**src/hw/rtl/qae_pkg.sv**
```systemverilog
// Shared constants, widths and the CORDIC arctangent table for the quaternion angle block.
package qae_pkg;

  // Default and maximum number of CORDIC iterations
  localparam int CordicStepsDef = 16;
  localparam int MaxSteps       = 24;

  // Field widths
  localparam int QuatW = 16;
  localparam int AzW   = 15;
  localparam int ElW   = 16;

  // Intermediate widths: products/sums at scale 2^30, CORDIC datapath, angle accumulator
  localparam int ProdW = 32;
  localparam int SumW  = 34;
  localparam int MagW  = 30;
  localparam int RadW  = 62;
  localparam int RootW = 31;
  localparam int RemW  = 34;
  localparam int CordW = 37;
  localparam int AccW  = 35;

  // Square root: two setup stages then one stage per result bit
  localparam int SqrtBits = RootW;
  localparam int SqrtLat  = SqrtBits + 2;

  // Fixed-point constants
  localparam logic signed [SumW-1:0] OneQ30    = SumW'(64'sd1073741824);
  localparam logic signed [AccW-1:0] HalfPiQ30 = AccW'(64'sh6487ED51);
  localparam int HalfPiQ13 = 12868;
  localparam int PiQ13     = 25736;

  // Arctangent of 2^-i at scale 2^30, truncated toward zero
  function automatic logic [31:0] atan_q30(input logic [4:0] idx);
    logic [31:0] r;
    case (idx)
      5'd0:    r = 32'h3243F6A8;
      5'd1:    r = 32'h1DAC6705;
      5'd2:    r = 32'h0FADBAFC;
      5'd3:    r = 32'h07F56EA6;
      5'd4:    r = 32'h03FEAB76;
      5'd5:    r = 32'h01FFD55B;
      5'd6:    r = 32'h00FFFAAA;
      5'd7:    r = 32'h007FFF55;
      5'd8:    r = 32'h003FFFEA;
      5'd9:    r = 32'h001FFFFD;
      5'd10:   r = 32'h000FFFFF;
      5'd11:   r = 32'h0007FFFF;
      5'd12:   r = 32'h0003FFFF;
      5'd13:   r = 32'h0001FFFF;
      5'd14:   r = 32'h0000FFFF;
      5'd15:   r = 32'h00007FFF;
      5'd16:   r = 32'h00003FFF;
      5'd17:   r = 32'h00001FFF;
      5'd18:   r = 32'h00000FFF;
      5'd19:   r = 32'h000007FF;
      5'd20:   r = 32'h000003FF;
      5'd21:   r = 32'h000001FF;
      5'd22:   r = 32'h000000FF;
      5'd23:   r = 32'h0000007F;
      default: r = 32'h00000000;
    endcase
    return r;
  endfunction

endpackage

```
**src/hw/rtl/qae_products.sv**
```systemverilog
// Quaternion product stage and sum stage forming sin/cos terms at scale 2^30.
module qae_products import qae_pkg::*; (
  input  logic                   clk_i,
  input  logic                   rst_ni,
  input  logic                   valid_i,
  input  logic signed [QuatW-1:0] quat_x_i,
  input  logic signed [QuatW-1:0] quat_y_i,
  input  logic signed [QuatW-1:0] quat_z_i,
  input  logic signed [QuatW-1:0] quat_w_i,
  output logic                   valid_o,
  output logic signed [SumW-1:0] sinr_o,
  output logic signed [SumW-1:0] cosr_o,
  output logic signed [SumW-1:0] sinp_o
);

  logic                   vld1_q, vld2_q;
  logic signed [ProdW-1:0] wx_q, yz_q, xx_q, yy_q, wy_q, zx_q;
  logic signed [SumW-1:0]  sinr_q, cosr_q, sinp_q;
  logic signed [SumW-1:0]  sinr_d, cosr_d, sinp_d;

  // Advance valid bits
  always_ff @(posedge clk_i or negedge rst_ni) begin
    if (!rst_ni) begin
      vld1_q <= 1'b0;
      vld2_q <= 1'b0;
    end else begin
      vld1_q <= valid_i;
      vld2_q <= vld1_q;
    end
  end

  // Form the six products
  always_ff @(posedge clk_i) begin
    wx_q <= quat_w_i * quat_x_i;
    yz_q <= quat_y_i * quat_z_i;
    xx_q <= quat_x_i * quat_x_i;
    yy_q <= quat_y_i * quat_y_i;
    wy_q <= quat_w_i * quat_y_i;
    zx_q <= quat_z_i * quat_x_i;
  end

  // Combine products into the atan2 and asin operands
  always_comb begin
    sinr_d = (SumW'(wx_q) + SumW'(yz_q)) <<< 1;
    cosr_d = OneQ30 - ((SumW'(xx_q) + SumW'(yy_q)) <<< 1);
    sinp_d = (SumW'(wy_q) - SumW'(zx_q)) <<< 1;
  end

  always_ff @(posedge clk_i) begin
    sinr_q <= sinr_d;
    cosr_q <= cosr_d;
    sinp_q <= sinp_d;
  end

  assign valid_o = vld2_q;
  assign sinr_o  = sinr_q;
  assign cosr_o  = cosr_q;
  assign sinp_o  = sinp_q;

endmodule

```
**config.mk**
```make
export PLATFORM = sky130hd
export DESIGN_NAME = qae_products
export DESIGN_NICKNAME = d
export VERILOG_FILES = /design/src/hw/rtl/qae_pkg.sv /design/src/hw/rtl/qae_products.sv
export SDC_FILE = /design/constraint.sdc
export NUM_CORES = 2
export LEC_CHECK = 0
export ABC_CLOCK_PERIOD_IN_PS = 8800
export BUFFER_PORTS_ARGS = -buffer_cell sky130_fd_sc_hd__clkbuf_2
export CAP_MARGIN = 20
export CORE_MARGIN = 2
export CORE_UTILIZATION = 40
export CTS_BUF_LIST = sky130_fd_sc_hd__clkbuf_4 sky130_fd_sc_hd__clkbuf_8
export CTS_CLUSTER_DIAMETER = 30
export DETAILED_ROUTE_END_ITERATION = 16
export GPL_ROUTABILITY_DRIVEN = 0
export PLACE_DENSITY = 0.55
export SYNTH_ARGS = -nofsm -noshare
export SYNTH_HDL_FRONTEND = slang
export SYNTH_SLANG_ARGS = --single-unit
```
**constraint.sdc**
```tcl
create_clock -name clk_i -period 8.8 [get_ports clk_i]
set_input_delay 2.2 -clock clk_i [delete_from_list [all_inputs] [get_ports clk_i]]
set_output_delay 2.2 -clock clk_i [all_outputs]
set_load 0.005 [all_outputs]
```
==> flow_summary_export.csv <==
group,metric,value,unit
run_status,status,"finished clean",
layout,final_layout_size_suffix_gt1_frac,0.0796,
min_path,holdCritStartpoint,"vld1_q$_DFF_PN0_",
cts,cts_sinks,291,
synthesis,synthCells,7408,
synthesis,synth_seq_cells,291,
floorplanning,start_util,0.403,
cts,htree_levels,3,
synthesis,ys_seq_area_frac,0.0853,
routing,ant_nets,0,
global_routing,grt_overflow_total,0,
sta,rsz0062_at_grt,"no",
min_path,holdCritPathClass,"reg -> reg",
global_routing,grt_pass1_vias,52515,
sta,relSlewSlack,0.435,
sta,period_share,0.931,
critical_path,arrival,8.92,ns
synthesis,synth_edf_count,0,
layout,nNetsFinal,9814,
routing,vias,48290,
min_path,hold_end,"valid_o$_DFF_PN0_",
placed_design,io_buffers,166,
sta,hold_slack,0.348,ns
global_routing,grt_pass1_wl,283000,um
synthesis,async_reset_ff_frac,0.00687,
layout,multiInputGateArea,54500,um^2
floorplanning,fp-row-count,151,
synthesis,synth_area,68400,um^2
cts,cts_tree,"built",
global_routing,grt_use_total,0.207,
critical_path,end_kind,"flop",
floorplanning,die_w,417,um
floorplanning,design.die.area,174000,um^2
cts,clk_pin_slew_worst_paths,0.06,ns
critical_path,critPathMaxFanout,10,
sta,setup_viol,0,
critical_path,r2r_start,"wy_q[0]$_DFF_P_",
global_routing,antenna_found_initial,19,
global_routing,grt_start_max_net_pins,53,
cts,cts-root-buf,"clkbuf_8",
cts,clock_path_buffers,3,
sta,drv_slew,0,
cts,ctsResizeCount,0,
routing,avgRoutedWirePerCell,17.3,um
critical_path,worstRegToRegCells,14,
cts,cts_setup_buffers,0,
sta,max_freq,122,MHz
floorplanning,ioPinCount,170,
routing,first_iter_violations,2612,
routing,postRouteWirelength,172000,um
synthesis,synth_flop_cell,"dfxtp_1",
routing,firstDrtPassIters,5,
placed_design,dp_hpwl,144000,um
layout,num-fill-cells,16675,
cts,hold_buffers,0,
layout,regArea,5840,um^2
sta,finClkSkew,0.0644,ns
cts,numCtsBuffers,83,
critical_path,critical_path_class,"in -> reg",
floorplanning,fp.dieH,417,um
sta,min_period,8.19,ns
synthesis,yosysWarnings,0,
synthesis,synth_cell_types,98,
sta,hold_violations,0,
flow_run,max_cap_viol_count,0,
critical_path,r2r_slack,4.42,ns
critical_path,required,9.53,ns
synthesis,avgSynthCellArea,9.23,um^2
routing,drc,0,
critical_path,startpoint_type,"primary input",
critical_path,r2r-end,"sinp_o[33]$_DFF_P_",
cts,clock_latency,0.81,ns
min_path,hold_path_depth,0,
routing,via_per_inst,4.87,
layout,area_delta_synth_final,9.70,%
floorplanning,core,170000,um^2
sta,worstMarginPinSlew,0.827,ns
==> metrics by stage <==
step / cell area [um^2] / util / setup slack (ns) / TNS (ns) / instances
CTS: 75000 / 0.442 / 0.745 / 0 / 9902
global placement: 73000 / 0.430 / -0.0601 / -0.0601 / 9751
floorplan: 68400 / - / 0.190 / 0 / 7410
finish: 75000 / 0.442 / 0.611 / 0 / 9912
detailed placement: 73000 / 0.430 / -0.183 / -0.201 / 9751
global route: 75000 / 0.442 / 0.354 / 0 / 9912
==> sequential cells by signal (all words and copies together), names as in the netlist, 31 cells and up <==
name,flops
cosr_o,33
sinp_o,33
sinr_o,33
wx_q,32
wy_q,32
yz_q,32
zx_q,32
xx_q,31
yy_q,31
==> worst max path at each step <==
stage | end | cells after the start | from
floorplan | yy_q[31]$_DFF_P_ | 25 | quat_y_i[3]
global placement | yy_q[31]$_DFF_P_ | 23 | quat_y_i[2]
detailed placement | yy_q[31]$_DFF_P_ | 24 | quat_y_i[2]
CTS | yy_q[31]$_DFF_P_ | 24 | quat_y_i[2]
global route | yy_q[31]$_DFF_P_ | 26 | quat_y_i[2]
finish | yy_q[31]$_DFF_P_ | 24 | quat_y_i[2]
==> synthesized netlist by cell type, types with 55 or more instances <==
library cell  instances  area share
inv_1              1840        0.10
fa_1               1516        0.44
nand2_1             740       0.041
ha_1                613        0.11
and2_1              555       0.051
dfxtp_1             289       0.085
xnor2_1             262       0.034
nor2_1              260       0.014
clkbuf_1            257       0.014
a21oi_1             217       0.016
a21o_1              112       0.012
o21ai_0             103      0.0075
xor2_1               58      0.0074
nand2b_1             57      0.0052
nand3_1              55      0.0040
==> critical path, cell delays in order <==
cell	delay, ns
clkbuf_2	0.43
inv_1	0.12
nor2_1	0.26
inv_1	0.10
fa_1	0.52
inv_1	0.05
fa_1	0.45
fa_1	0.51
fa_1	0.43
fa_1	0.49
inv_1	0.05
fa_1	0.47
inv_1	0.04
ha_1	0.34
a21o_1	0.22
a221o_1	0.35
a221o_1	0.35
a31o_2	0.23
a211oi_1	0.31
nor3b_1	0.13
o31a_1	0.34
a21o_1	0.18
a21oi_1	0.17
xnor2_1	0.14
==> logic make-up after synthesis <==
| group | after synthesis | share of synthesized area |
|---|---|---|
| XOR/XNOR | 321 | 0.0414 |
| multiplexers | 7 | 0.00104 |
| other | 1 | 0.0000548 |
| flip-flops | 291 | 0.0853 |
| AO/OA/AOI/OAI | 678 | 0.0662 |
| adder cells (fa/ha/maj) | 2129 | 0.556 |
| AND/OR/NAND/NOR | 1857 | 0.133 |
| buffers and inverters | 2124 | 0.117 |
==> area by class of cell <==
class                      instances  share of cell area
timing repair buffer             401              0.0391
inverter                        1846              0.0924
antenna                           10            0.000334
tap                             2218              0.0370
clock inverter                    42             0.00716
sequential                       291              0.0778
clock buffer                     109              0.0191
multi-input combinational       4995               0.727
==> placed cells by master (no fill, tap or decap), types with 8 or more instances in the layout <==
cell type and n:
inv_1 1840, fa_1 1516, nand2_1 740, ha_1 613, and2_1 555, dfxtp_1 289, xnor2_1 262, nor2_1 260
a21oi_1 217, buf_4 208, clkbuf_2 166, a21o_1 112, o21ai_0 103, clkbuf_8 98, xor2_1 58, nand2b_1 57
nand3_1 55, nor3_1 45, o21bai_1 36, o21a_1 34, nor2b_1 32, or3_1 31, buf_12 27, and3_1 25
a31o_2 22, a31oi_1 17, nand4_1 15, clkinv_2 15, a211oi_1 14, a211o_1 13, o211ai_1 11, clkbuf_4 11
diode_2 10, or2_2 9, bufinv_16 9, a21boi_0 8, nor4_1 8
==> per-layer routing <==
metal,vias to the layer above,share of wire,GRT usage
li1,22448,-,-
met1,24663,0.41,0.262
met2,977,0.51,0.363
met3,194,0.047,0.0276
met4,8,0.034,0.0714
met5,-,0.00032,0
Power is not shown: default switching activity piles up to over one toggle a cycle in this logic, so the estimate is an artifact.
